$ cat config.mk
export PLATFORM = sky130hd
export DESIGN_NAME = touchpad_packet_deframer
export DESIGN_NICKNAME = d
export VERILOG_FILES = /design/src/tpd_pkg.sv /design/src/tpd_framer.sv /design/src/tpd_decode.sv /design/src/touchpad_packet_deframer.sv
export SDC_FILE = /design/constraint.sdc
export NUM_CORES = 1
export LEC_CHECK = 0
export ABC_AREA = 1
export BUFFER_PORTS_ARGS = -buffer_cell sky130_fd_sc_hd__buf_2
export CORE_ASPECT_RATIO = 1.1
export CORE_MARGIN = 1
export CORE_UTILIZATION = 53
export DETAILED_ROUTE_END_ITERATION = 6
export PLACE_DENSITY = 0.87
export SLEW_MARGIN = 20
export SYNTH_ARGS = -nofsm -noshare
export SYNTH_HDL_FRONTEND = slang
export SYNTH_SLANG_ARGS = --single-unit
$ cat constraint.sdc
create_clock -name clk -period 3.9 [get_ports clk]
set_input_delay 1.17 -clock clk [delete_from_list [all_inputs] [get_ports clk]]
set_output_delay 1.17 -clock clk [all_outputs]
set_load 0.005 [all_outputs]
$ cat src/tpd_pkg.sv
// ----------------------------------------------------------------------------
// tpd_pkg
// Shared constants and types for the touchpad packet deframer.
// ----------------------------------------------------------------------------
package tpd_pkg;

    // Packet geometry.
    localparam int PACKET_BYTES = 6;
    localparam int POS_W        = 3;
    localparam logic [POS_W-1:0] POS_FIRST = POS_W'(0);
    localparam logic [POS_W-1:0] POS_SYNC2 = POS_W'(3);
    localparam logic [POS_W-1:0] POS_LAST  = POS_W'(PACKET_BYTES - 1);

    // Sync patterns carried in the top two bits of bytes zero and three.
    localparam logic [1:0] SYNC_TOP_FIRST = 2'b10;
    localparam logic [1:0] SYNC_TOP_SECOND = 2'b11;

    // Bit position that must be clear in both sync bytes.
    localparam int SYNC_CLEAR_BIT = 3;

    // Non-extended width code reported for a finger present.
    localparam logic [3:0] WIDTH_FINGER = 4'd4;
    localparam logic [3:0] WIDTH_NONE   = 4'd0;

    // One complete six-byte packet.
    typedef struct packed {
        logic [7:0] byte0;
        logic [7:0] byte1;
        logic [7:0] byte2;
        logic [7:0] byte3;
        logic [7:0] byte4;
        logic [7:0] byte5;
    } packet_t;

    // Decoded result of one packet.
    typedef struct packed {
        logic [1:0]  button_bits;
        logic [7:0]  pressure;
        logic [3:0]  finger_width;
        logic        gesture_flag;
        logic [12:0] x_position;
        logic [12:0] y_position;
    } result_t;

endpackage

$ cat src/tpd_framer.sv
// ----------------------------------------------------------------------------
// tpd_framer
// Tracks the byte position, checks sync bits and stores packet bytes.
// ----------------------------------------------------------------------------
module tpd_framer
    import tpd_pkg::*;
(
    input  logic       clk,
    input  logic       rst_n,
    input  logic       byte_valid,
    input  logic [7:0] byte_data,
    input  logic       take,
    output logic       packet_done,
    output packet_t    packet
);

    logic [POS_W-1:0] pos_reg;
    logic [POS_W-1:0] pos_next;
    logic [7:0]       store_reg [PACKET_BYTES-1];
    logic             sync_bad;
    logic             first_bad;
    logic             second_bad;
    logic             checks_ok;
    logic             is_last;

    // Sync checks on the byte held in the input register.
    always_comb
    begin
        sync_bad   = ((pos_reg == POS_FIRST) || (pos_reg == POS_SYNC2))
                     && byte_data[SYNC_CLEAR_BIT];
        first_bad  = (pos_reg == POS_FIRST) && (byte_data[7:6] != SYNC_TOP_FIRST);
        second_bad = (pos_reg == POS_SYNC2) && (byte_data[7:6] != SYNC_TOP_SECOND);
        checks_ok  = !sync_bad && !first_bad && !second_bad;
        is_last    = (pos_reg >= POS_LAST);
    end

    assign packet_done = byte_valid && checks_ok && is_last;

    // Next byte position: any failed check or a completed packet restarts.
    always_comb
    begin
        if (!checks_ok || is_last)
        begin
            pos_next = POS_FIRST;
        end
        else
        begin
            pos_next = pos_reg + POS_W'(1);
        end
    end

    always_ff @(posedge clk or negedge rst_n)
    begin
        if (!rst_n)
        begin
            pos_reg <= POS_FIRST;
        end
        else if (take)
        begin
            pos_reg <= pos_next;
        end
    end

    // Packet bytes before the last one are kept until the packet completes.
    always_ff @(posedge clk)
    begin
        if (take && checks_ok && !is_last)
        begin
            store_reg[pos_reg] <= byte_data;
        end
    end

    assign packet.byte0 = store_reg[0];
    assign packet.byte1 = store_reg[1];
    assign packet.byte2 = store_reg[2];
    assign packet.byte3 = store_reg[3];
    assign packet.byte4 = store_reg[4];
    assign packet.byte5 = byte_data;

endmodule

$ cat src/tpd_decode.sv
// ----------------------------------------------------------------------------
// tpd_decode
// Unpacks a complete packet into buttons, pressure, width and position.
// ----------------------------------------------------------------------------
module tpd_decode
    import tpd_pkg::*;
(
    input  packet_t packet,
    input  logic    extended_mode,
    output result_t result
);

    // Width and gesture depend on the reporting mode of the pad.
    always_comb
    begin
        result.button_bits = packet.byte0[1:0];
        result.pressure    = packet.byte2;
        if (extended_mode)
        begin
            result.finger_width = {packet.byte0[5], packet.byte0[4],
                                   packet.byte0[2], packet.byte3[2]};
            result.gesture_flag = 1'b0;
        end
        else
        begin
            result.finger_width = packet.byte0[5] ? WIDTH_FINGER : WIDTH_NONE;
            result.gesture_flag = packet.byte0[2];
        end
        result.x_position = {packet.byte3[4], packet.byte1[3:0], packet.byte4};
        result.y_position = {packet.byte3[5], packet.byte1[7:4], packet.byte5};
    end

endmodule

$ cat src/touchpad_packet_deframer.sv
// ----------------------------------------------------------------------------
// touchpad_packet_deframer
// Assembles six-byte absolute touchpad packets and reports decoded fields.
// ----------------------------------------------------------------------------
// The block accepts one touchpad byte per cycle unless stalled and produces
// one result per valid six-byte packet. Each byte goes into an input register,
// is checked and stored in a single pass, and the decoded packet lands in the
// result register when the last byte is taken. A waiting result stalls only
// the final byte of the next packet; other bytes keep flowing. Bytes that fail
// the sync checks at positions zero and three are dropped without a result.
// The extended_mode register (reset 1) selects width and gesture decoding; the
// user must write it through the cfg channel while idle; nothing enforces it.
module touchpad_packet_deframer
    import tpd_pkg::*;
(
    input  logic        clk,
    input  logic        rst_n,
    input  logic        cfg_valid,
    output logic        cfg_ready,
    input  logic        cfg_data,
    input  logic        in_valid,
    output logic        in_ready,
    input  logic [7:0]  data_byte,
    output logic        out_valid,
    input  logic        out_ready,
    output logic [1:0]  button_bits,
    output logic [7:0]  pressure,
    output logic [3:0]  finger_width,
    output logic        gesture_flag,
    output logic [12:0] x_position,
    output logic [12:0] y_position
);

    logic       mode_reg;
    logic       in_valid_reg;
    logic [7:0] in_byte_reg;
    logic       out_valid_reg;
    logic       out_valid_next;
    result_t    result_reg;
    result_t    result_comb;
    packet_t    packet;
    logic       packet_done;
    logic       out_free;
    logic       take;

    // Configuration register.
    assign cfg_ready = 1'b1;

    always_ff @(posedge clk or negedge rst_n)
    begin
        if (!rst_n)
        begin
            mode_reg <= 1'b1;
        end
        else if (cfg_valid)
        begin
            mode_reg <= cfg_data;
        end
    end

    // Input stage: the held byte moves on unless it completes a packet
    // while the result register is still occupied.
    assign out_free = !out_valid_reg || out_ready;
    assign take     = in_valid_reg && (!packet_done || out_free);
    assign in_ready = !in_valid_reg || take;

    always_ff @(posedge clk or negedge rst_n)
    begin
        if (!rst_n)
        begin
            in_valid_reg <= 1'b0;
        end
        else if (in_ready)
        begin
            in_valid_reg <= in_valid;
        end
    end

    always_ff @(posedge clk)
    begin
        if (in_ready && in_valid)
        begin
            in_byte_reg <= data_byte;
        end
    end

    tpd_framer u_framer
    (
        .clk         (clk),
        .rst_n       (rst_n),
        .byte_valid  (in_valid_reg),
        .byte_data   (in_byte_reg),
        .take        (take),
        .packet_done (packet_done),
        .packet      (packet)
    );

    tpd_decode u_decode
    (
        .packet        (packet),
        .extended_mode (mode_reg),
        .result        (result_comb)
    );

    // Result register.
    always_comb
    begin
        if (take && packet_done)
        begin
            out_valid_next = 1'b1;
        end
        else if (out_ready)
        begin
            out_valid_next = 1'b0;
        end
        else
        begin
            out_valid_next = out_valid_reg;
        end
    end

    always_ff @(posedge clk or negedge rst_n)
    begin
        if (!rst_n)
        begin
            out_valid_reg <= 1'b0;
        end
        else
        begin
            out_valid_reg <= out_valid_next;
        end
    end

    always_ff @(posedge clk)
    begin
        if (take && packet_done)
        begin
            result_reg <= result_comb;
        end
    end

    assign out_valid    = out_valid_reg;
    assign button_bits  = result_reg.button_bits;
    assign pressure     = result_reg.pressure;
    assign finger_width = result_reg.finger_width;
    assign gesture_flag = result_reg.gesture_flag;
    assign x_position   = result_reg.x_position;
    assign y_position   = result_reg.y_position;

endmodule

Yosys cells after proc, flatten, opt, wreduce, memory -nomap -nowiden
Memory sizes are Yosys's and may differ from the RTL's. A register that Yosys moved wholly into a read port is not among the register bits.
Cells that the tools add are included.
- bits in writable memories: 40
- output and inout port bits: 44
- bits of input ports: 14
- memories: 1
- word-level logic and storage cells: 50
- register bits after elaboration: 47
- muxes and demuxes: 7
- equality and inequality tests: 3
- reduce and logical (&&, ||, !) cells: 27
- $lt $le $gt $ge: 1
- $add $sub $neg: 1
- memories (memory ; words ; width ; rd ports ; clocked after memory_dff ; write ports ; line ; source):
    u_framer.store_reg ; 5 ; 8 ; 5 ; 3 ; 1 ; tpd_framer.sv:19 ; logic [7:0] store_reg [PACKET_BYTES-1];
- operators with widths (cell ; number):
    $logic_and 1x1->1 ; 12
    $logic_not 1->1 ; 8
    $mux 3 ; 2
    $logic_or 1x1->1 ; 5
    $mux 5 ; 1
    $mux 1 ; 4
    $ne 2x2->1 const B ; 2
    $add 3x1->3 const B ; 1
    $eq 3x2->1 const B ; 1
    $ge 3x3->1 const B ; 1
    $logic_not 3->1 ; 1
    $reduce_bool 2->1 ; 1

Logic depth before layout (Yosys ltp)
Gate-level depths: netlist of the first run.
- depth in word-level cells: 15
- mapped depth: 11
- gate-level depth less buffers: 11

Hierarchy
A second synthesis of the first run with hierarchy kept.
- cells, all modules: 215
- area total of the unflattened synthesis: 3570.9 um2
- modules (own cells, without submodules) (module ; instances ; area an instance (um2) ; cells an instance ; sequential area each (um2)):
    touchpad_packet_deframer ; 1 ; 1631.6 ; 70 ; 1547.7
    tpd_framer ; 1 ; 1624.1 ; 97 ; 1276.2
    tpd_decode ; 1 ; 315.3 ; 48 ; 0.0

Worst setup path after synthesis of the first run
Ideal clock, no wire load.
- path type: input-to-reg
- start: input out_ready
- end: register result_reg (netlist bit button_bits[0]) (enable)
- data arrival time: 2.972 ns
- stages: 2
- setup slack: 0.489 ns
- buffers on the path: 0
- setup time: 0.440 ns
- data required time: 3.460 ns
- cell sequence: nor2_1 nor2_1
- word-level cells in the longest chain between the ends: 4
- ends and longest elaborated chain (what ; line ; source):
    from (decl) ; touchpad_packet_deframer.sv:25 ; input logic out_ready,
    $logic_or 1x1->1 ; touchpad_packet_deframer.sv:63 ; assign out_free = !out_valid_reg || out_ready;
    $logic_or 1x1->1 ; touchpad_packet_deframer.sv:64 ; assign take = in_valid_reg && (!packet_done || out_free);
    $logic_and 1x1->1 ; touchpad_packet_deframer.sv:64 ;
    $logic_and 1x1->1 ; touchpad_packet_deframer.sv:136 ; if (take && packet_done)
    to (signal assigned) ; touchpad_packet_deframer.sv:138 ; result_reg <= result_comb;
    to (decl) ; touchpad_packet_deframer.sv:39 ; result_t result_reg;
No other way between the ends.
A chain may end at the register's enable or synchronous reset.

Worst setup path in the final report of the first run
- start: input out_ready
- end: output in_ready
- word-level cells in the longest chain between the ends: 4
- ends and longest elaborated chain (what ; line ; source):
    $logic_or 1x1->1 ; touchpad_packet_deframer.sv:63 ;
    $logic_or 1x1->1 ; touchpad_packet_deframer.sv:64 ;
    $logic_and 1x1->1 ; touchpad_packet_deframer.sv:64 ;
    $logic_or 1x1->1 ; touchpad_packet_deframer.sv:65 ; assign in_ready = !in_valid_reg || take;
    to (decl) ; touchpad_packet_deframer.sv:22 ; output logic in_ready,
No other way between the ends.

==> results.yml, run 1 <==
timing:
  finalSetupViolCount: 0
  worst_pin_slew_ns: 0.877
  period_share: 0.769
  timing.fmax_mhz: 334
  final_max_slew_viol_count: 0
  hold_viol: 0
  slew_headroom: 0.416
  fin_tns_setup_ns: 0
  period_needed_ns: 3.00
  finalClockSkew_ns: 0.00829
  grt_setup_unrepaired: "no"
die:
  die_y_um: 79.7
  row_count: 27
  coreArea_sq_um: 5130
  die-area_sq_um: 5790
  initial_core_util: 0.567
  ios: 58
  die_x_um: 72.6
clock_network:
  cts_num_sinks: 87
  clk_path_buf_depth: 2
  clkSlewWorstSetupHoldPaths_ns: 0.07
  cts_tree: "built"
  h-tree-depth: 3
  post_cts_buffers: 0
  clockRootBuffer: "clkbuf_8"
  holdBufCountCts: 0
  clkLatencyLatePin_ns: 0.34
  numCtsBuffers: 9
  cts_resized: 0
critical_path:
  crit_chain: "buf_2, nor2_1, nand2_2, buf_2"
  cp.arrival_ns: 1.83
  worst_setup_path_start_kind: "primary input"
  max_stage_delay_ns: 0.29
  reg2reg_depth: 10
  timing.critical_path.buf_inv: 2
  crit_path_frequent_cell: "buf_2"
  cp.depth: 4
  crit_fanout: 3
  worstSetupEndpointType: "primary output"
  crit_path_top_delay_cell: "nor2_1"
  cpLargestDelayFamily: "simple AND/OR/NAND/NOR gates"
  required_ns: 2.73
  crit_type: "in -> out"
yosys:
  muxShareOfSynthArea: 0
  postSynthCellCount: 155
  synth_cell_types: 17
  postSynthAreaPerCell_sq_um: 18.8
  synth.area.top_cells: "edfxtp_1, dfrtp_1, nand2_1"
  synth_top_family_by_area: "simple AND/OR/NAND/NOR gates"
  yosysTopAreaCell: "edfxtp_1"
  ys_ff_latch: 87
  synth_flop_cell: "edfxtp_1"
  yosysMostFrequentCell: "edfxtp_1"
  synth_seq_area_share: 0.888
  synth_xor_area_frac: 0
  yosys.area_share.simple: 0.0602
  syn-cell-area_sq_um: 2910
  synthDominantCellAreaShare: 0.836
  synth_compound_area_frac: 0.00731
  synthArstFlopShare: 0.0690
  syn-num-nets: 173
  ys.warnings.count: 0
  synth_commonest_cells: "edfxtp_1, nand2_1, inv_1"
  synth-edff-count: 81
  synth_fa_ha_area_frac: 0.0172
power:
  p_leak_nw: 1.35
  ir_worst_vdd_mv: 0.264
  switching_share: 0.232
  internal-power_mw: 1.46
  clkPwrFrac: 0.296
  netSwitchingPower_mw: 0.442
  p_comb_frac: 0.100
  power_density_nw_per_um2: 547
  power.share.sequential: 0.604
grt:
  grt_max_degree: 33
  antenna_found_initial: 0
  grt_pass1_wl_um: 6350
  grt_pass1_vias: 1322
  overflow: 0
  grt_use_total: 0.164
route:
  wl_um: 4160
  ant_nets: 0
  via_per_inst: 4.69
  wl_per_cell_um: 13.9
  drtIter0Drc: 77
  drc: 0
  num_vias: 1407
  dr.pass1.iters: 4
placement:
  hpwl_um: 2950
  port-buffer-count: 56
  gp_congestion: 0.844
  place_area_sq_um: 3290
final_layout:
  layout.nets: 241
  drive_gt1_frac: 0.333
  fin_util: 0.677
  fin_area_sq_um: 3470
  area_growth_pct: 19.4
  diodes: 0
  largest_reg_flops: 32
  fill_cells: 370
flow_run:
  drv_cap: 0
outcome:
  status: "completed"
hold_path:
  hold_path_class: "reg -> reg"
  holdPathStages: 0
-- cell families (layout without fill, tap and decap cells) --
logic type / count (synthesis) / count (layout)
fa+ha+maj: 4 / 4
other cells: 1 / 1
compound gates: 4 / 4
flops: 87 / 87
buf+inv: 19 / 92
simple gates: 40 / 40
-- cells in the final DEF, fill, tap and decap left out, types with 4 or more instances in the layout --
master and instances:
nand3_1 4, nor2_1 6, edfxtp_1 81, ha_1 4
dfrtp_1 5, nand2_1 21, clkbuf_8 9, inv_1 18
buf_2 56
-- cell type report --
| class | instances | area (sq um) | share of cell area |
|---|---|---|---|
| Tap cell | 72 | 90.1 | 0.0259 |
| Sequential cell | 87 | 2580 | 0.744 |
| Multi-Input combinational cell | 49 | 258 | 0.0742 |
| Inverter | 18 | 67.6 | 0.0194 |
| Clock inverter | 5 | 48.8 | 0.0140 |
| Timing Repair Buffer | 58 | 295 | 0.0850 |
| Clock buffer | 11 | 131 | 0.0378 |
-- final timing paths --
check                                         start             endpoint  slack (ns)
setup / recovery                          out_ready             in_ready        0.90
hold / removal             u_framer.store_reg[1][5]        y_position[9]        0.42
setup reg to reg                u_framer.pos_reg[0]          pressure[1]        1.52
hold reg to reg            u_framer.store_reg[1][5]        y_position[9]        0.42
max in group asynchronous                     rst_n             mode_reg        3.04
min in group asynchronous                     rst_n  u_framer.pos_reg[1]        0.64
-- metal layers --
metal	share of wire	GRT usage	vias up	wire length, um
li1	-	-	682	-
met1	0.40	0.179	663	1680
met2	0.52	0.272	52	2180
met3	0.046	0.0644	10	190
met4	0.027	0.0902	0	112
met5	0	0	-	0
-- per-stage QoR --
step           setup slack (ns)  power [mW]  hold slack [ns]  instances
5_1_grt                   0.803        1.99            0.428        300
3_3_place_gp              0.949        1.35            0.401        284
3_5_place_dp              0.902        1.36            0.405        284
2_1_floorplan             0.489        1.29            0.400        155
4_1_cts                   0.896        1.92            0.421        300
6_report                  0.902        1.90            0.420        300
-- power by group through the flow --
stage / clock network (mW) / registers (mW) / logic [mW]
5_1_grt: 0.610 / 1.16 / 0.223
2_1_floorplan: 0 / 1.16 / 0.128
4_1_cts: 0.574 / 1.15 / 0.194
6_report: 0.562 / 1.15 / 0.191
3_3_place_gp: 0 / 1.16 / 0.182
3_5_place_dp: 0 / 1.17 / 0.191
Note: power is estimated with default switching activity, not from simulation.
==> run 2, diff against run 1 <==
==> constraint.sdc (replaced) <==
create_clock -name clk -period 3.1 [get_ports clk]
set_input_delay 0.93 -clock clk [delete_from_list [all_inputs] [get_ports clk]]
set_output_delay 0.93 -clock clk [all_outputs]
set_load 0.005 [all_outputs]
==> results.yml, run 2 (synthesized netlist as in run 1, its figures left out) <==
outcome:
  status: "completed"
final_layout:
  area_growth_pct: 19.9
  mostFrequentLayoutCells: "edfxtp_1, buf_2, nand2_1, inv_1, clkbuf_8"
  layout.nets: 243
  diodes: 0
  largest_reg_flops: 32
  drive_gt1_frac: 0.345
  layout_commonest_cell: "edfxtp_1"
  stdcell_count: 301
  fin_area_sq_um: 3490
grt:
  grt_pass1_wl_um: 6300
  antenna_found_initial: 0
  grt_pass1_vias: 1328
  grt_max_degree: 42
  grt_use_total: 0.162
  overflow: 0
clock_network:
  cts_num_sinks: 87
  clkLatencyLatePin_ns: 0.34
  post_cts_buffers: 0
  numCtsBuffers: 9
  holdBufCountCts: 0
  h-tree-depth: 3
  cts_tree: "built"
  cts_resized: 0
  clk_path_buf_depth: 2
  clockRootBuffer: "clkbuf_8"
  clkSlewWorstSetupHoldPaths_ns: 0.08
timing:
  period_share: 0.860
  finalSetupViolCount: 0
  slew_headroom: 0.490
  fin_tns_setup_ns: 0
  worst_pin_slew_ns: 0.759
  period_needed_ns: 2.67
  hold_viol: 0
  grt_setup_unrepaired: "no"
  final_max_slew_viol_count: 0
  finalClockSkew_ns: 0.00675
  timing.fmax_mhz: 375
  hold_ws_ns: 0.404
critical_path:
  worst_setup_path_start_kind: "register"
  crit_fanout: 6
  crit_type: "reg -> out"
  required_ns: 2.17
  worstSetupEndpointType: "primary output"
  cp.arrival_ns: 1.74
die:
  die_y_um: 79.7
  row_count: 27
  initial_core_util: 0.567
  coreArea_sq_um: 5130
  die_x_um: 72.6
  ios: 58
  die-area_sq_um: 5790
route:
  wl_um: 4100
  wl_per_cell_um: 13.6
  drc: 0
  num_vias: 1446
  drtIter0Drc: 90
  via_per_inst: 4.80
  ant_nets: 0
  dr.pass1.iters: 4
placement:
  place_area_sq_um: 3310
  gp_congestion: 0.814
  port-buffer-count: 56
  dp_cells: 286
  hpwl_um: 2850
power:
  switching_share: 0.232
  power_density_nw_per_um2: 685
  clkPwrFrac: 0.296
  p_comb_frac: 0.100
  power.share.sequential: 0.604
  netSwitchingPower_mw: 0.553
  p_leak_nw: 1.36
  internal-power_mw: 1.83
  ir_worst_vdd_mv: 0.319
flow_run:
  drv_cap: 0
hold_path:
  hold_path_class: "in -> async"
run 2: cell count changes in the layout (fill, tap and decap cells not counted), sizes merged:
cell    delta
clkbuf     -1
buf        +2
run 2: per-layer routing:
layer,GRT usage,share of wire,up-vias
met5,0,0,-
met4,0.114,0.026,0
met3,0.0581,0.051,9
met2,0.260,0.52,68
met1,0.179,0.40,682
li1,-,-,687
run 2: area by class of cell:
type	instances	area (sq um)
clock inverters	5	50.0
fillers	348	1650
flip-flops and latches	87	2580
repair buffers	60	310
clock buffers	10	128
inverters	18	67.6
multi-input cells	49	258
well taps	72	90.1
run 2: through the flow:
stage / utilization / total power [mW] / setup WS, ns
final: 0.679 / 2.39 / 0.433
after CTS: 0.679 / 2.41 / 0.407
after global placement: 0.644 / 1.69 / 0.626
after floorplan: - / 1.62 / 0.530
after detailed placement: 0.644 / 1.71 / 0.584
after global routing: 0.679 / 2.50 / 0.220
run 2: final timing paths:
check	from	end	slack, ns	cells past startpoint
setup / recovery	u_framer.pos_reg[0]	in_ready	0.43	9
setup reg to reg	u_framer.pos_reg[0]	u_framer.store_reg[2][1]	0.80	9
hold reg to reg	u_framer.store_reg[2][4]	pressure[4]	0.42	0
max in group asynchronous	rst_n	mode_reg	2.47	1
hold / removal	rst_n	out_valid	0.40	1
min in group clk	u_framer.store_reg[2][4]	pressure[4]	0.42	0
run 2: power groups by stage:
stage | logic (mW) | clock network [mW] | registers, mW
2_1_floorplan | 0.161 | 0 | 1.46
3_3_place_gp | 0.231 | 0 | 1.46
3_5_place_dp | 0.241 | 0 | 1.47
4_1_cts | 0.241 | 0.724 | 1.44
5_1_grt | 0.277 | 0.768 | 1.45
6_report | 0.240 | 0.706 | 1.44
run 2: critical path: stages (launching register included):
cell and delay (ns):
dfrtp_1 0.43, inv_1 0.15, ha_1 0.22, inv_1 0.05
nor2_1 0.03, nand2_1 0.08, nand2_1 0.06, nor2_2 0.14
nand2_2 0.09, buf_2 0.14
==> run 3, diff against run 2 <==
==> constraint.sdc (replaced) <==
create_clock -name clk -period 3.1 [get_ports clk]
set_input_delay 0.93 -clock clk [delete_from_list [all_inputs] [get_ports clk]]
set_output_delay 0.93 -clock clk [all_outputs]
set_load 0.1 [all_outputs]
==> results.yml, run 3 (synthesized netlist as in run 1, its figures left out) <==
placement:
  port-buffer-count: 56
  gp_congestion: 0.792
  hpwl_um: 2850
critical_path:
  reg2reg_depth: 9
  worst_setup_path_start_kind: "register"
  timing.rr.start: "u_framer.pos_reg[0]"
  reg2reg_setup_slack_ns: 0.77
  cp.arrival_ns: 1.98
  required_ns: 2.17
  worstSetupEndpointType: "primary output"
  crit_fanout: 6
  cp-startpoint: "u_framer.pos_reg[0]"
  crit_type: "reg -> out"
  rr_endpoint: "u_framer.store_reg[2][0]"
  worstSetupEndpoint: "in_ready"
final_layout:
  layout.nets: 243
  drive_gt1_frac: 0.348
  area_growth_pct: 20.2
  fin_util: 0.681
  largest_reg_flops: 32
  diodes: 0
  mostFrequentLayoutCells: "edfxtp_1, buf_2, nand2_1, inv_1, clkbuf_8"
  layout_commonest_cell: "edfxtp_1"
  fill_cells: 363
route:
  dr.pass1.iters: 4
  wl_um: 4150
  num_vias: 1436
  via_per_inst: 4.75
  drtIter0Drc: 76
  met2WireLength_um: 2150
  top_layer: "met4"
  wl_per_cell_um: 13.7
  met3_wirelength_um: 203
  ant_nets: 0
  wl_met1_um: 1720
  drc: 0
clock_network:
  h-tree-depth: 3
  post_cts_buffers: 0
  clockRootBuffer: "clkbuf_8"
  clkSlewWorstSetupHoldPaths_ns: 0.07
  numCtsBuffers: 9
  clkLatencyLatePin_ns: 0.34
  cts_tree: "built"
  cts_num_sinks: 87
  holdBufCountCts: 0
  cts_resized: 0
  clk_path_buf_depth: 2
die:
  coreArea_sq_um: 5130
  initial_core_util: 0.567
  die_x_um: 72.6
  die-area_sq_um: 5790
  row_count: 27
  ios: 58
  die_y_um: 79.7
power:
  p_leak_nw: 1.37
  p_comb_frac: 0.147
  netSwitchingPower_mw: 0.702
  power.share.sequential: 0.568
  switching_share: 0.276
  clkPwrFrac: 0.284
  power.total_mw: 2.54
  internal-power_mw: 1.84
  power_density_nw_per_um2: 727
  ir_worst_vdd_mv: 0.460
outcome:
  status: "completed"
timing:
  finalClockSkew_ns: 0.00593
  finalSetupViolCount: 0
  timing.fmax_mhz: 344
  hold_viol: 0
  grt_setup_unrepaired: "no"
  fin_tns_setup_ns: 0
  slew_headroom: 0.493
  final_max_slew_viol_count: 0
  worst_pin_slew_ns: 0.758
  period_share: 0.937
  period_needed_ns: 2.91
flow_run:
  drv_cap: 0
grt:
  overflow: 0
  antenna_found_initial: 0
  grt_use_total: 0.163
  grt_pass1_wl_um: 6450
  grt_max_degree: 42
  grt_pass1_vias: 1374
hold_path:
  hold_path_class: "in -> async"
[run 3: per-stage QoR]
step,instance area [sq um],hold slack (ns),cells,setup slack [ns]
after floorplan,2910,0.400,155,0.530
after global placement,3310,0.401,286,0.457
after detailed placement,3310,0.405,286,0.425
after CTS,3500,0.390,302,0.176
after global routing,3500,0.377,302,0.0412
final,3500,0.401,302,0.195
[run 3: critical path: stages (launching register included)]
cell	delay, ns
dfrtp_1	0.44
inv_1	0.19
ha_1	0.17
inv_1	0.04
nor2_1	0.08
nand2_1	0.08
nand2_1	0.08
nor2_2	0.05
nand2_2	0.07
buf_2	0.43
[run 3: cell type report]
class                      instances  area (sq um)  share of cell area
inverter                          18          67.6              0.0193
clock buffer                       9           124              0.0354
sequential                        87          2580               0.739
timing repair buffer              60           310              0.0888
clock inverter                     7          62.6              0.0179
tap                               72          90.1              0.0258
multi-input combinational         49           258              0.0737
[run 3: metal layers]
metal  vias to the layer above  track usage
met4                         0       0.0843
met3                         9       0.0631
met5                         -            0
met2                        57        0.266
met1                       683        0.185
li1                        687            -
[run 3: how the worst min path moves through the flow]
stage                                         from             end  slack (ns)  cells after the start
after global placement    u_framer.store_reg[1][7]  y_position[11]        0.40                      0
after floorplan           u_framer.store_reg[0][0]  button_bits[0]        0.40                      0
final                                        rst_n       out_valid        0.40                      1
after global routing                         rst_n       out_valid        0.38                      1
after CTS                                    rst_n       out_valid        0.39                      1
after detailed placement  u_framer.store_reg[2][3]     pressure[3]        0.40                      0
[run 3: power groups by stage]
stage               combinational (mW)  sequential, mW  clock, mW
floorplan                        0.166            1.58          0
global placement                 0.360            1.46          0
detailed placement               0.374            1.47          0
CTS                              0.374            1.44      0.738
global route                     0.408            1.45      0.794
finish                           0.374            1.44      0.723
